[config.mk]
export PLATFORM = sky130hd
export DESIGN_NAME = utf16_to_utf8_transcoder_top
export DESIGN_NICKNAME = d
export VERILOG_FILES = /design/src/rtl/core/utf8tc_pkg.sv /design/src/rtl/core/utf8tc_front.sv /design/src/rtl/core/utf8tc_queue.sv /design/src/rtl/core/utf8tc_back.sv /design/src/rtl/core/utf16_to_utf8_transcoder_top.sv
export SDC_FILE = /design/constraint.sdc
export NUM_CORES = 1
export LEC_CHECK = 0
export BUFFER_PORTS_ARGS = -buffer_cell sky130_fd_sc_hd__buf_2
export CAP_MARGIN = 20
export CORE_MARGIN = 4
export CORE_UTILIZATION = 50
export DETAILED_ROUTE_END_ITERATION = 12
export GPL_TIMING_DRIVEN = 0
export PLACE_DENSITY_LB_ADDON = 0.15
export REMOVE_ABC_BUFFERS = 1
export SETUP_SLACK_MARGIN = 0.02
export SLEW_MARGIN = 20
export SYNTH_ARGS = -nofsm -noshare
export SYNTH_HDL_FRONTEND = slang
export SYNTH_HIERARCHICAL = 1
export SYNTH_SLANG_ARGS = --single-unit
export TNS_END_PERCENT = 5
[constraint.sdc]
create_clock -name clk -period 11.17 [get_ports clk]
set_clock_uncertainty 0.15 [all_clocks]
set_input_delay 0.5585 -clock clk [delete_from_list [all_inputs] [get_ports clk]]
set_output_delay 0.5585 -clock clk [all_outputs]
set_load 0.005 [all_outputs]
[src/rtl/core/utf8tc_pkg.sv]
// shared types and constants of the utf-16 to utf-8 transcoder
package utf8tc_pkg;

  localparam int CAP_W   = 20;
  localparam int TOTAL_W = 20;
  localparam int QDEPTH  = 4;
  localparam int QPTR_W  = 2;

  localparam logic CFG_EMIT_BYTES   = 1'b0;
  localparam logic CFG_OUT_CAPACITY = 1'b1;

  localparam logic KIND_DATA    = 1'b0;
  localparam logic KIND_SUMMARY = 1'b1;

  typedef enum logic [1:0] {
    ST_OK       = 2'd0,
    ST_UNPAIRED = 2'd1,
    ST_OVERFLOW = 2'd2
  } status_t;

  // one queued work item: up to four data bytes and an optional summary
  typedef struct packed {
    logic [3:0][7:0]      bytes;
    logic [2:0]           nbytes;
    logic [TOTAL_W-1:0]   base;
    logic                 summary;
    logic [TOTAL_W-1:0]   sum_total;
    status_t              sum_status;
    logic                 sum_fits;
  } job_t;

endpackage

[src/rtl/core/utf8tc_front.sv]
// front end: surrogate pairing, encoding, byte count and capacity check
module utf8tc_front #(
  parameter int COUNT_BITS = 20
) (
  input  logic                          clk,
  input  logic                          rst_n,
  input  logic                          cfg_we,
  input  logic                          cfg_index,
  input  logic [utf8tc_pkg::CAP_W-1:0]  cfg_data,
  input  logic                          in_fire,
  input  logic [15:0]                   in_unit,
  input  logic                          in_last,
  output logic                          push,
  output utf8tc_pkg::job_t              push_job
);

  localparam int LW = (COUNT_BITS > utf8tc_pkg::CAP_W) ? COUNT_BITS : utf8tc_pkg::CAP_W;

  typedef struct packed {
    logic [3:0][7:0] bytes;
    logic [2:0]      n;
  } enc_t;

  logic                          emit_bytes_r;
  logic [utf8tc_pkg::CAP_W-1:0]  out_capacity_r;
  logic [9:0]                    held_high_r, held_high_nxt;
  logic                          held_valid_r, held_valid_nxt;
  logic [COUNT_BITS-1:0]         byte_count_r, byte_count_nxt;
  utf8tc_pkg::status_t           error_r, error_nxt, err_upd;
  logic [COUNT_BITS-1:0]         count_upd;

  logic        is_high, is_low, have_cp, ovf, emit_data;
  logic [20:0] cp;
  enc_t        enc;
  logic [LW-1:0] cmax, capx, lim;
  logic [LW:0]   sum;

  function automatic enc_t encode(input logic [20:0] c);
    enc_t e;
    e.bytes = '0;
    if (c <= 21'h7F) begin
      e.bytes[0] = c[7:0];
      e.n = 3'd1;
    end else if (c <= 21'h7FF) begin
      e.bytes[0] = {3'b110, c[10:6]};
      e.bytes[1] = {2'b10, c[5:0]};
      e.n = 3'd2;
    end else if (c <= 21'hFFFF) begin
      e.bytes[0] = {4'b1110, c[15:12]};
      e.bytes[1] = {2'b10, c[11:6]};
      e.bytes[2] = {2'b10, c[5:0]};
      e.n = 3'd3;
    end else begin
      e.bytes[0] = {5'b11110, c[20:18]};
      e.bytes[1] = {2'b10, c[17:12]};
      e.bytes[2] = {2'b10, c[11:6]};
      e.bytes[3] = {2'b10, c[5:0]};
      e.n = 3'd4;
    end
    return e;
  endfunction

  always_comb begin
    is_high        = (in_unit[15:10] == 6'b110110);
    is_low         = (in_unit[15:10] == 6'b110111);
    have_cp        = 1'b0;
    cp             = '0;
    held_high_nxt  = held_high_r;
    held_valid_nxt = held_valid_r;
    err_upd        = error_r;
    if (error_r == utf8tc_pkg::ST_OK) begin
      if (held_valid_r) begin
        if (is_low) begin
          cp      = {1'b0, held_high_r, in_unit[9:0]} + 21'h10000;
          have_cp = 1'b1;
        end else begin
          err_upd = utf8tc_pkg::ST_UNPAIRED;
        end
        held_valid_nxt = 1'b0;
        held_high_nxt  = '0;
      end else if (is_high) begin
        if (in_last) begin
          err_upd = utf8tc_pkg::ST_UNPAIRED;
        end else begin
          held_high_nxt  = in_unit[9:0];
          held_valid_nxt = 1'b1;
        end
      end else begin
        cp      = {5'd0, in_unit};
        have_cp = 1'b1;
      end
    end

    enc  = encode(cp);
    cmax = LW'({COUNT_BITS{1'b1}});
    capx = LW'(out_capacity_r);
    lim  = (emit_bytes_r && (capx < cmax)) ? capx : cmax;
    sum  = (LW+1)'(byte_count_r) + (LW+1)'(enc.n);
    ovf  = have_cp && (sum > {1'b0, lim});

    count_upd = byte_count_r;
    if (have_cp) begin
      if (ovf) begin
        err_upd = utf8tc_pkg::ST_OVERFLOW;
      end else begin
        count_upd = COUNT_BITS'(sum);
      end
    end
    emit_data = have_cp && !ovf && emit_bytes_r;

    push_job.bytes      = enc.bytes;
    push_job.nbytes     = emit_data ? enc.n : 3'd0;
    push_job.base       = utf8tc_pkg::TOTAL_W'(byte_count_r);
    push_job.summary    = in_last;
    push_job.sum_total  = (err_upd != utf8tc_pkg::ST_OK) ? '0
                          : utf8tc_pkg::TOTAL_W'(count_upd);
    push_job.sum_status = err_upd;
    push_job.sum_fits   = emit_bytes_r && (err_upd == utf8tc_pkg::ST_OK)
                          && (LW'(count_upd) < capx);
    push = in_fire && (emit_data || in_last);

    byte_count_nxt = count_upd;
    error_nxt      = err_upd;
    if (in_last) begin
      held_high_nxt  = '0;
      held_valid_nxt = 1'b0;
      byte_count_nxt = '0;
      error_nxt      = utf8tc_pkg::ST_OK;
    end
  end

  always_ff @(posedge clk) begin
    if (!rst_n) begin
      emit_bytes_r   <= 1'b1;
      out_capacity_r <= '1;
      held_high_r    <= '0;
      held_valid_r   <= 1'b0;
      byte_count_r   <= '0;
      error_r        <= utf8tc_pkg::ST_OK;
    end else begin
      if (cfg_we) begin
        case (cfg_index)
          utf8tc_pkg::CFG_EMIT_BYTES:   emit_bytes_r   <= cfg_data[0];
          utf8tc_pkg::CFG_OUT_CAPACITY: out_capacity_r <= cfg_data;
          default: ;
        endcase
      end
      if (in_fire) begin
        held_high_r  <= held_high_nxt;
        held_valid_r <= held_valid_nxt;
        byte_count_r <= byte_count_nxt;
        error_r      <= error_nxt;
      end
    end
  end

endmodule

[src/rtl/core/utf8tc_queue.sv]
// four-entry work queue between front and back end
module utf8tc_queue (
  input  logic              clk,
  input  logic              rst_n,
  input  logic              push,
  input  utf8tc_pkg::job_t  push_job,
  output logic              full,
  input  logic              pop,
  output logic              head_valid,
  output utf8tc_pkg::job_t  head_job
);

  utf8tc_pkg::job_t                mem_r [utf8tc_pkg::QDEPTH];
  logic [utf8tc_pkg::QPTR_W-1:0]   wr_ptr_r, rd_ptr_r;
  logic [utf8tc_pkg::QPTR_W:0]     fill_r;

  assign full       = (fill_r == (utf8tc_pkg::QPTR_W+1)'(utf8tc_pkg::QDEPTH));
  assign head_valid = (fill_r != '0);
  assign head_job   = mem_r[rd_ptr_r];

  always_ff @(posedge clk) begin
    if (push) begin
      mem_r[wr_ptr_r] <= push_job;
    end
  end

  always_ff @(posedge clk) begin
    if (!rst_n) begin
      wr_ptr_r <= '0;
      rd_ptr_r <= '0;
      fill_r   <= '0;
    end else begin
      if (push) wr_ptr_r <= wr_ptr_r + 1'b1;
      if (pop)  rd_ptr_r <= rd_ptr_r + 1'b1;
      case ({push, pop})
        2'b10:   fill_r <= fill_r + 1'b1;
        2'b01:   fill_r <= fill_r - 1'b1;
        default: fill_r <= fill_r;
      endcase
    end
  end

endmodule

[src/rtl/core/utf8tc_back.sv]
// back end: walks the queued bytes and summary into the result register
module utf8tc_back (
  input  logic                            clk,
  input  logic                            rst_n,
  input  logic                            head_valid,
  input  utf8tc_pkg::job_t                head_job,
  output logic                            pop,
  output logic                            out_valid,
  input  logic                            out_ready,
  output logic                            out_kind,
  output logic [7:0]                      out_byte,
  output logic [utf8tc_pkg::TOTAL_W-1:0]  out_total,
  output utf8tc_pkg::status_t             out_status,
  output logic                            out_fits,
  output logic                            out_last
);

  logic [2:0]                     idx_r;
  logic                           out_valid_r;
  logic                           kind_r, fits_r, last_r;
  logic [7:0]                     byte_r;
  logic [utf8tc_pkg::TOTAL_W-1:0] total_r;
  utf8tc_pkg::status_t            status_r;

  logic load, is_data, done;

  always_comb begin
    load    = head_valid && (!out_valid_r || out_ready);
    is_data = (idx_r < head_job.nbytes);
    done    = is_data ? ((idx_r == head_job.nbytes - 3'd1) && !head_job.summary) : 1'b1;
    pop     = load && done;
  end

  always_ff @(posedge clk) begin
    if (!rst_n) begin
      idx_r       <= '0;
      out_valid_r <= 1'b0;
    end else begin
      if (load) begin
        out_valid_r <= 1'b1;
        idx_r       <= done ? 3'd0 : idx_r + 3'd1;
      end else if (out_ready) begin
        out_valid_r <= 1'b0;
      end
    end
  end

  always_ff @(posedge clk) begin
    if (load) begin
      last_r <= done;
      if (is_data) begin
        kind_r   <= utf8tc_pkg::KIND_DATA;
        byte_r   <= head_job.bytes[idx_r[1:0]];
        total_r  <= head_job.base + utf8tc_pkg::TOTAL_W'(idx_r) + 1'b1;
        status_r <= utf8tc_pkg::ST_OK;
        fits_r   <= 1'b0;
      end else begin
        kind_r   <= utf8tc_pkg::KIND_SUMMARY;
        byte_r   <= 8'd0;
        total_r  <= head_job.sum_total;
        status_r <= head_job.sum_status;
        fits_r   <= head_job.sum_fits;
      end
    end
  end

  assign out_valid  = out_valid_r;
  assign out_kind   = kind_r;
  assign out_byte   = byte_r;
  assign out_total  = total_r;
  assign out_status = status_r;
  assign out_fits   = fits_r;
  assign out_last   = last_r;

endmodule

[src/rtl/core/utf16_to_utf8_transcoder_top.sv]
// top level of the utf-16 to utf-8 transcoder
//
//  channel  | direction | payload
//  in_*     | slave     | tdata[15:0] code_unit, tlast last_unit
//  out_*    | master    | tdata byte/total/status/nul_fits, tuser kind, tlast is_last
//  cfg_*    | write     | index 0 emit_bytes, index 1 out_capacity
//
// one result per cycle while out_tready is high: a unit gives 0 to 4 byte transfers plus 1
// summary transfer on the last unit, each on the one-byte result port
// a unit is accepted every cycle while the four-entry work queue has room
// results pass through the work queue and then the registered result stage
// reset is synchronous and clears all string state; registers return to defaults
// a stalled result port fills the queue and then holds off input
module utf16_to_utf8_transcoder_top #(
  parameter int COUNT_BITS = 20
) (
  input  logic                          clk,
  input  logic                          rst_n,
  input  logic                          in_tvalid,
  output logic                          in_tready,
  input  logic [15:0]                   in_tdata,   // [15:0] code_unit
  input  logic                          in_tlast,
  output logic                          out_tvalid,
  input  logic                          out_tready,
  output logic [31:0]                   out_tdata,  // out_byte, total_bytes, status, nul_fits
  output logic                          out_tuser,  // kind
  output logic                          out_tlast,
  input  logic                          cfg_we,
  input  logic                          cfg_index,
  input  logic [utf8tc_pkg::CAP_W-1:0]  cfg_data
);

  logic                            in_fire, push, full, pop, head_valid;
  utf8tc_pkg::job_t                push_job, head_job;
  logic [7:0]                      o_byte;
  logic [utf8tc_pkg::TOTAL_W-1:0]  o_total;
  utf8tc_pkg::status_t             o_status;
  logic                            o_fits;

  assign in_tready = !full;
  assign in_fire   = in_tvalid && in_tready;

  utf8tc_front #(.COUNT_BITS(COUNT_BITS)) u_front (
    .clk       (clk),
    .rst_n     (rst_n),
    .cfg_we    (cfg_we),
    .cfg_index (cfg_index),
    .cfg_data  (cfg_data),
    .in_fire   (in_fire),
    .in_unit   (in_tdata),
    .in_last   (in_tlast),
    .push      (push),
    .push_job  (push_job)
  );

  utf8tc_queue u_queue (
    .clk        (clk),
    .rst_n      (rst_n),
    .push       (push),
    .push_job   (push_job),
    .full       (full),
    .pop        (pop),
    .head_valid (head_valid),
    .head_job   (head_job)
  );

  utf8tc_back u_back (
    .clk        (clk),
    .rst_n      (rst_n),
    .head_valid (head_valid),
    .head_job   (head_job),
    .pop        (pop),
    .out_valid  (out_tvalid),
    .out_ready  (out_tready),
    .out_kind   (out_tuser),
    .out_byte   (o_byte),
    .out_total  (o_total),
    .out_status (o_status),
    .out_fits   (o_fits),
    .out_last   (out_tlast)
  );

  assign out_tdata = {1'b0, o_fits, o_status, o_total, o_byte};

endmodule

* Word-level counts from Yosys, hierarchy flattened *
Memory sizes are Yosys's and may differ from the RTL's. A register that Yosys moved wholly into a read port is not among the register bits.
Cells that the tools add are included.

storage, ports and cells
  register bits = 98
  latch bits = 0
  RAM bits = 316
  bits in read-only memories = 0
  input bits = 43
  output and inout port bits = 36
  logic and storage cells = 121
  memories kept = 1

memory list
  name           depth  bits a word  read ports  clocked after memory_dff  write ports  line                text
  u_queue.mem_r  4      79           1           1                         1            utf8tc_queue.sv:13  utf8tc_pkg::job_t mem_r [utf8tc_pkg::QDEPTH];

operators by class
  add/sub/neg operators = 10
  multipliers = 0
  div/mod/pow operators = 0
  magnitude comparators = 8
  equal/unequal tests = 6
  shift operators = 0
  muxes and demuxes = 49
  bitwise operators = 1
  reductions and logical operators = 29

operator list
  operator                                                                 number
  20-bit 2-to-1 mux                                                        6
  21-bit 2-to-1 mux                                                        3
  10-bit 2-to-1 mux                                                        4
  16-bit 2-to-1 mux                                                        2
  25-bit 2-to-1 mux                                                        1
  24-bit 2-to-1 mux                                                        1
  20-bit by 17-bit adder with 21-bit output, second input constant         1
  20-bit by 3-bit adder with 21-bit output                                 1
  21-bit by 20-bit greater-than comparator with 1-bit output               1
  21-bit by 11-bit <= comparator with 1-bit output, second input constant  1
  21-bit by 16-bit <= comparator with 1-bit output, second input constant  1
  21-bit by 7-bit <= comparator with 1-bit output, second input constant   1
  20-bit by 1-bit adder with 20-bit output, second input constant          1
  20-bit by 3-bit adder with 20-bit output                                 1
  20-bit less-than comparator                                              1
  20-bit less-than comparator, second input constant                       1
  2-bit 2-to-1 mux                                                         10
  19-bit 2-to-1 mux                                                        1
  8-bit binary-select mux with 2-bit select                                1
  8-bit 2-to-1 mux                                                         2
  1-bit 2-to-1 mux                                                         14
  6-bit equality test, second input constant                               2
  1-bit logical AND                                                        11
  11-bit 2-to-1 mux                                                        1
  19 further kinds                                                         34

* Logic depth before layout (Yosys ltp) *
Gate-level depths: netlist of the first run.

  word-level depth = 18
  gate-level depth with buffers = 36
  mapped depth without buffers = 34

* Cells and area by module *
The synthesis of the first run kept the hierarchy.

modules (own cells, without submodules)
  module                        times used  cells an instance  area each (um^2)  seq. area each (um^2)
  utf8tc_queue                  1           459                11833.8           9669.3
  utf8tc_front                  1           692                4952.2            1081.0
  utf8tc_back                   1           203                2268.4            1071.0
  utf16_to_utf8_transcoder_top  1           5                  28.8              0.0

* Worst setup path after synthesis of the first run *
No wires, ideal clock.

  path kind = in2reg
  start point = input port in_tdata[12]
  end point = memory u_queue/mem_r[0][0] (netlist bit), enable pin
  library setup time = 0.446 ns
  arrival time = 7.810 ns
  required time = 10.574 ns
  path slack = 2.764 ns
  stages on the path = 28
  path buffers = 2
  cells stage by stage = nor2b_1 > buf_6 > and3_4 > and2_4 > buf_6 > nand2_4 > inv_2 > or4_4 > nor3_4 > inv_2 > nand2_1 > ha_1 > inv_1 > fa_1 > nor2b_1 > o21a_1 > nand3_1 > nor2_1 > xor2_1 > ha_1 > nand4_1 > or4_1 > o22ai_1 > a31oi_1 > nor2_1 > nand2_1 > a21oi_1 > and2_1

between the ends
  cells in the longest elaborated chain, start to end = 18
  elaborated cells on any way between the ends = 26
  those cells by class = add/sub (1); order compare (4); eq/ne (2); mux (13); reduce/logical (6)

ends and longest elaborated chain
  what                                                           line                                    text
  from (decl)                                                    utf16_to_utf8_transcoder_top.sv:21      input logic [15:0] in_tdata,
  6-bit equality test (on tied branches)                         utf8tc_front.sv:64, utf8tc_front.sv:65
  16-bit 2-to-1 mux / 21-bit 2-to-1 mux (equally long branches)  utf8tc_front.sv:81, utf8tc_front.sv:73
  21-bit 2-to-1 mux                                              utf8tc_front.sv:72                      if (held_valid_r) begin
  21-bit 2-to-1 mux                                              utf8tc_front.sv:71                      if (error_r == utf8tc_pkg::ST_OK) begin
  21-bit by 16-bit <= comparator with 1-bit output               utf8tc_front.sv:48                      end else if (c <= 21'hFFFF) begin
  25-bit 2-to-1 mux                                              utf8tc_front.sv:48
  19-bit 2-to-1 mux                                              utf8tc_front.sv:44                      end else if (c <= 21'h7FF) begin
  11-bit 2-to-1 mux                                              utf8tc_front.sv:41                      if (c <= 21'h7F) begin
  (+2 left out)                                                  -
  1-bit logical AND                                              utf8tc_front.sv:99                      ovf = have_cp && (sum > {1'b0, lim});
  1-bit zero test                                                utf8tc_front.sv:109                     emit_data = have_cp && !ovf && emit_bytes_r;
  1-bit logical AND (*) (2 in a row)                             utf8tc_front.sv:109
  1-bit logical OR (*)                                           utf8tc_front.sv:120                     push = in_fire && (emit_data || in_last);
  1-bit logical AND (*)                                          utf8tc_front.sv:120
  via push                                                       utf16_to_utf8_transcoder_top.sv:33      logic in_fire, push, full, pop, head_valid;
  1-bit 2-to-1 mux (*)                                           utf8tc_queue.sv:22                      if (push) begin
  1-bit 2-to-1 mux (implied by the code) (*)                     utf8tc_queue.sv:23                      mem_r[wr_ptr_r] <= push_job;
  to (decl)                                                      utf8tc_queue.sv:13

Mark *: on every way through the listed nets, which the timed path passes. The rest lies on a longest branch.

==> metrics.csv, run 1 <==
metric,value,unit
layout cell share with drive strength beyond 1,0.1846,
clock-pin slew on the worst setup and hold paths,0.06,ns
cell area after technology mapping,19080,um^2
leading cell type by number of instances after synthesis,sky130_fd_sc_hd__edfxtp_1,
number of max-slew violations in the final report,0,
flip-flop and latch count after synthesis,416,
Worst Setup Slack post-DPL,1.585,ns
fillers,3067,
worst-case register-to-register setup slack,1.83,ns
total wire length,43.90,mm
total negative slack for setup checks,0,ns
number of core rows,71,
core area,37670,um^2
count of mapped cells out of synthesis,1359,
post-CTS sizing,0,
nature of the critical path startpoint,flop,
Final setup viols,0,
Worst path slowest cell,sky130_fd_sc_hd__or4_4,
worst-margin pin slew,1.088,ns
count of flip-flops with a built-in enable after synthesis,349,
endpoint of the lowest-slack register-to-register path,u_queue/mem_r[0][0]$_DFFE_PP_,
startpoint of the most critical hold path,cfg_data[0],
most frequent cell on the critical path,sky130_fd_sc_hd__ha_1,
vias after detailed routing,11650,
CTS tree,yes,
CTS HTree Levels,2,
I/O pins,79,
Final Hold Violating Endpoints,0,
count of hold buffers inserted by post-cts repair,0,
worst path required time,11.32,ns
count of cells along the worst hold path,3,
layout-stage area growth over the synthesis result,12.46,%
sequential cell area fraction in the yosys report,0.6195,
number of library cell types mapped by synthesis,78,
Syn. warnings,6,
met2 capacity usage during global routing,0.3359,
Critical Path End Type,flop,
standby leakage power,7.537,nW
prevailing post-synth register cell,sky130_fd_sc_hd__edfxtp_1,
met3 usage,0.03943,
number of nets in the finished design,1523,
number of sinks on the clock net,416,
DR iter-0 viols,884,
Die Width,203.4,um
Post-Route Utilization,0.5698,
final worst slack,1.826,ns
synthesized area per cell,14.04,um^2
mean routed wirelength per cell,22.31,um
run status,"complete, no violations",
fraction of registers with async set/reset,0,
reported max-cap violation count,0,
routing usage on met1,0.3107,
worst endpoint data arrival time,9.49,ns
number of buffers created by CTS,44,
Bufs and invs on worst path,3,
worst vdd ir,0.1392,mV
worst hold-check path type,input port to flop,
worst reg2reg startpoint,u_front/held_high_r[6]$_SDFFE_PN0P_,
wire length of the first global-routing pass,67.97,mm
maximum operating frequency,107.0,MHz
sequential standard cell area,11830,um^2
Worst Path Max Fanout,30,
count of nets left with antenna violations after detail routing,0,
remaining routing DRC violations,0,
biggest cell delay along the critical path,0.64,ns
R2R depth,33,
relative slew slack,0.2739,
full die area,41360,um^2
Die H,203.4,um
hold slack,0.1007,ns
ranking of synthesized cells by instance count,"349 x sky130_fd_sc_hd__edfxtp_1, 107 x sky130_fd_sc_hd__nand2_1, 87 x sky130_fd_sc_hd__mux4_2",
Setup CP Type,flop to flop,
Clock Latency Late Sink,0.55,ns
CTS root buffer,sky130_fd_sc_hd__clkbuf_16,
effective utilization at floorplan,0.5066,
initial antenna violation count,0,
aggregate global routing overflow,0,
number of search-and-repair iterations in the first detailed-routing pass,7,
buffers inserted by post-CTS timing repair,0,
Power per Cell Area,194.1,nW/um^2
unrepaired setup endpoints after global routing,no,
top cell family by delay on the critical path,simple AND/OR/NAND/NOR gates,
total chip power,4.165,mW
minimum clock period after layout,9.344,ns
maximum number of pins on one net before global-route repair,47,
via count of the first global-routing pass,11690,
Final Cycle Share,0.8365,
placer's final routability congestion estimate,0.8852,
IO buf count,77,
share of Yosys cell area claimed by the top area cell type,0.5492,
biggest area consumer among synthesized cells,sky130_fd_sc_hd__edfxtp_1,
most area-consuming cells after synthesis,"sky130_fd_sc_hd__edfxtp_1 55%, sky130_fd_sc_hd__mux4_2 10%, sky130_fd_sc_hd__dfxtp_1 7.0%",
terminating pin of the worst hold path,u_front/emit_bytes_r$_SDFFE_PN1P_,
Multi-input gate area,6715,um^2
Max Root-Sink Buffers,3,
Diodes inserted,0,
GRT Util Overall,0.2131,
Top Usage Layer GRT,met2,
half-perimeter wire length after placement,28.78,mm
average vias per placed instance,5.918,
## power by group
| part | switching, mW | internal (mW) |
|---|---|---|
| Sequential | 0.0754 | 1.90 |
| Clock | 0.578 | 0.849 |
| Combinational | 0.432 | 0.332 |
| Total | 1.09 | 3.08 |
## sequential cells by signal, indices dropped and copies added (netlist names), 2 cells and up, named ones only
register / count
u_back/idx_r: 3
u_back/out_byte: 8
u_back/out_status: 2
u_back/out_total: 20
u_front/byte_count_r: 20
u_front/capx: 20
u_front/error_r: 2
u_front/held_high_r: 10
u_queue/fill_r: 3
u_queue/mem_r: 316
u_queue/rd_ptr_r: 2
u_queue/wr_ptr_r: 2
## area by class of cell
class / instances / area share
Clock buffer: 66 / 0.05848
Clock inverter: 16 / 0.007871
Inverter: 55 / 0.009620
Multi-Input combinational cell: 815 / 0.3129
Sequential cell: 416 / 0.5512
Tap cell: 511 / 0.02979
Timing Repair Buffer: 89 / 0.03014
## per-layer routing
layer / wire length [um] / vias to the layer above
li1: - / 5352
met1: 19980 / 5877
met2: 20210 / 351
met3: 2807 / 66
met4: 904 / 0
met5: 0 / -
## placed cells by master (no fill, tap or decap), types with 19 or more instances in the layout
cell,n
sky130_fd_sc_hd__nand2_1,107
sky130_fd_sc_hd__and2_1,26
sky130_fd_sc_hd__buf_2,78
sky130_fd_sc_hd__clkbuf_16,45
sky130_fd_sc_hd__a21oi_1,65
sky130_fd_sc_hd__edfxtp_1,349
sky130_fd_sc_hd__nand4_1,19
sky130_fd_sc_hd__ha_1,56
sky130_fd_sc_hd__nand3_1,45
sky130_fd_sc_hd__or3_1,19
sky130_fd_sc_hd__o211ai_1,21
sky130_fd_sc_hd__mux4_2,87
sky130_fd_sc_hd__nor2b_1,38
sky130_fd_sc_hd__nor2_1,48
sky130_fd_sc_hd__dfxtp_1,65
sky130_fd_sc_hd__inv_1,51
sky130_fd_sc_hd__o21ai_0,47
sky130_fd_sc_hd__xnor2_1,37
## cell families after synthesis
| family | count (synthesis) | synth area share |
|---|---|---|
| fa+ha+maj | 59 | 0.03986 |
| xor+xnor | 52 | 0.02465 |
| mux | 91 | 0.1048 |
| flops | 416 | 0.6195 |
| simple gates | 385 | 0.1062 |
| compound gates | 224 | 0.07376 |
| other cells | 2 | 0.0003935 |
| buf+inv | 130 | 0.03081 |
## worst max path at each step
stage / from / end / cells past startpoint / slack, ns
final: u_front/held_high_r[6]$_SDFFE_PN0P_ / u_queue/mem_r[0][0]$_DFFE_PP_ / 33 / 1.83
after floorplan: in_tdata[14] / u_queue/mem_r[0][0]$_DFFE_PP_ / 26 / 2.61
after global routing: u_front/held_high_r[6]$_SDFFE_PN0P_ / u_queue/mem_r[0][0]$_DFFE_PP_ / 33 / 1.02
after CTS: u_front/held_high_r[6]$_SDFFE_PN0P_ / u_queue/mem_r[0][0]$_DFFE_PP_ / 33 / 1.88
after global placement: in_tdata[12] / u_queue/mem_r[0][15]$_DFFE_PP_ / 25 / -1.15
after detailed placement: in_tdata[14] / u_queue/mem_r[0][0]$_DFFE_PP_ / 33 / 1.58
## metrics by stage
step	area, um^2	std cells
after floorplan	18710	1286
after global placement	19730	1874
after detailed placement	20040	1886
after CTS	21460	1968
after global routing	21460	1968
final	21460	1968
## worst min-delay path, cell delays in order
cell and delay [ns]:
sky130_fd_sc_hd__buf_2 0.09, sky130_fd_sc_hd__mux2i_1 0.06, sky130_fd_sc_hd__nand2_1 0.06
No activity file was read; power rests on OpenSTA's default activity.
==> inputs of run 2 (changes only) <==
- clock period: 11.17 -> 7.5 ns (I/O delays scaled with it)
==> metrics.csv, run 2 (synthesis results as in run 1) <==
metric,value,unit,change
IO buf count,77,,unchanged
initial antenna violation count,0,,unchanged
nature of the critical path startpoint,flop,,unchanged
effective utilization at floorplan,0.5066,,unchanged
reported max-cap violation count,0,,unchanged
"count of placed standard cells in the final layout, fillers left out",2021,,was 1968
I/O pins,79,,unchanged
max FFs per register,316,,unchanged
via count of the first global-routing pass,12030,,was 11690
half-perimeter wire length after placement,28.78,mm,unchanged
Die H,203.4,um,unchanged
Final Cycle Share,0.9622,,was 0.8365
unrepaired setup endpoints after global routing,no,,unchanged
GRT Util Overall,0.2220,,was 0.2131
vias after detailed routing,12010,,was 11650
worst path required time,7.69,ns,was 11.32 ns
number of sinks on the clock net,416,,unchanged
Multi-input gate area,7008,um^2,was 6715 um^2
number of max-slew violations in the final report,0,,unchanged
most common library cell in the layout ignoring fill and taps,sky130_fd_sc_hd__edfxtp_1,,unchanged
layout-stage area growth over the synthesis result,16.33,%,was 12.46%
number of buffers created by CTS,44,,unchanged
Worst Path Max Fanout,24,,was 30
CTS root buffer,sky130_fd_sc_hd__clkbuf_16,,unchanged
run status,"complete, no violations",,unchanged
worst-case register-to-register setup slack,0.28,ns,was 1.83 ns
layout cell share with drive strength beyond 1,0.2166,,was 0.1846
largest reg by FF count,u_queue/mem_r,,unchanged
Diodes inserted,0,,unchanged
Final setup viols,0,,unchanged
worst-margin pin slew,1.065,ns,was 1.088 ns
relative slew slack,0.2716,,was 0.2739
Setup CP Type,flop to flop,,unchanged
Die Width,203.4,um,unchanged
worst vdd ir,0.2109,mV,was 0.1392 mV
fillers,2991,,was 3067
total wire length,45.81,mm,was 43.90 mm
mean routed wirelength per cell,22.66,um,was 22.31 um
Critical Path End Type,flop,,unchanged
total negative slack for setup checks,0,ns,unchanged
standby leakage power,7.846,nW,was 7.537 nW
biggest cell delay along the critical path,0.62,ns,was 0.64 ns
worst hold-check path type,input port to flop,,unchanged
"commonest cells after routing, fill and taps aside","349 x sky130_fd_sc_hd__edfxtp_1, 105 x sky130_fd_sc_hd__nand2_1, 87 x sky130_fd_sc_hd__mux4_2",,"was 349 x sky130_fd_sc_hd__edfxtp_1, 107 x sky130_fd_sc_hd__nand2_1, 87 x sky130_fd_sc_hd__mux4_2"
CTS tree,yes,,unchanged
worst endpoint data arrival time,7.40,ns,was 9.49 ns
Power per Cell Area,280.9,nW/um^2,was 194.1 nW/um^2
core area,37670,um^2,unchanged
Bufs and invs on worst path,5,,was 3
aggregate global routing overflow,0,,unchanged
clock-pin slew on the worst setup and hold paths,0.06,ns,about the same
number of search-and-repair iterations in the first detailed-routing pass,5,,was 7
remaining routing DRC violations,0,,unchanged
DR iter-0 viols,991,,was 884
count of nets left with antenna violations after detail routing,0,,unchanged
full die area,41360,um^2,unchanged
CTS HTree Levels,2,,unchanged
placer's final routability congestion estimate,0.8852,,unchanged
number of core rows,71,,unchanged
number of instances in the placed design,1886,,unchanged
average vias per placed instance,5.942,,was 5.918
top cell family by delay on the critical path,simple AND/OR/NAND/NOR gates,,unchanged
Max Root-Sink Buffers,3,,unchanged
Clock Latency Late Sink,0.55,ns,about the same
maximum number of pins on one net before global-route repair,47,,unchanged
Worst path slowest cell,sky130_fd_sc_hd__or4_4,,unchanged
wire length of the first global-routing pass,70.54,mm,was 67.97 mm
minimum clock period after layout,7.216,ns,was 9.344 ns
number of nets in the finished design,1576,,was 1523
Final Hold Violating Endpoints,0,,unchanged
sequential standard cell area,11840,um^2,was 11830 um^2
maximum operating frequency,138.6,MHz,was 107.0 MHz
## run 2: repair_timing
item / CTS / global route
gates cloned: 6 / 0
setup endpoints to repair: 430 / 318
setup buffers: 10 / 6
endpoints found under the hold margin: 31 / 0
resized for setup: 32 / 22
pin swaps: 12 / 11
hold buffers: 31 / 0
## run 2: where the power goes
part	leakage, nW	total, mW	internal (mW)	switching [mW]
Sequential	3.79	2.94	2.83	0.113
Combinational	3.37	1.17	0.511	0.657
Clock	0.694	2.13	1.26	0.864
Total	7.85	6.24	4.60	1.63
## run 2: tightest hold or removal path, stage by stage
cell and delay, ns:
sky130_fd_sc_hd__buf_2 0.07, sky130_fd_sc_hd__nand2b_1 0.16, sky130_fd_sc_hd__a21boi_0 0.10
## run 2: final cells by class
type	count	area share
Clock buffer	66	0.05653
Clock inverter	16	0.007609
Inverter	55	0.009581
Multi-Input combinational cell	821	0.3157
Sequential cell	416	0.5331
Tap cell	511	0.02880
Timing Repair Buffer	136	0.04870
## run 2: path summary, 6_finish.rpt
path / endpoint / cells after the start / startpoint
setup / recovery: u_queue/mem_r[0][0]$_DFFE_PP_ / 34 / u_front/held_high_r[6]$_SDFFE_PN0P_
hold reg to reg: u_front/held_high_r[3]$_SDFFE_PN0P_ / 2 / u_front/held_high_r[3]$_SDFFE_PN0P_
setup reg to reg: u_queue/mem_r[0][0]$_DFFE_PP_ / 34 / u_front/held_high_r[6]$_SDFFE_PN0P_
hold / removal: u_back/out_valid$_SDFFE_PN0P_ / 3 / out_tready
## run 2: layer usage
metal	vias to the layer above	wire (um)	GRT usage
met5	-	0	0
met4	0	799	0.05276
met3	60	3036	0.03657
met2	401	21660	0.3574
met1	6090	20310	0.3220
li1	5457	-	-
## run 2: through the flow
step | hold slack [ns] | util | area (um^2) | setup WS (ns) | total power, mW
after global routing | 0.07954 | 0.5894 | 22200 | 0.01459 | 6.528
after global placement | 0.2870 | 0.5239 | 19730 | -4.632 | 4.147
final | 0.06464 | 0.5894 | 22200 | 0.2837 | 6.235
after floorplan | 0.2773 | - | 18710 | -0.8740 | 3.693
after CTS | 0.02928 | 0.5856 | 22060 | 0.07142 | 6.307
after detailed placement | 0.2938 | 0.5320 | 20040 | -1.902 | 4.146
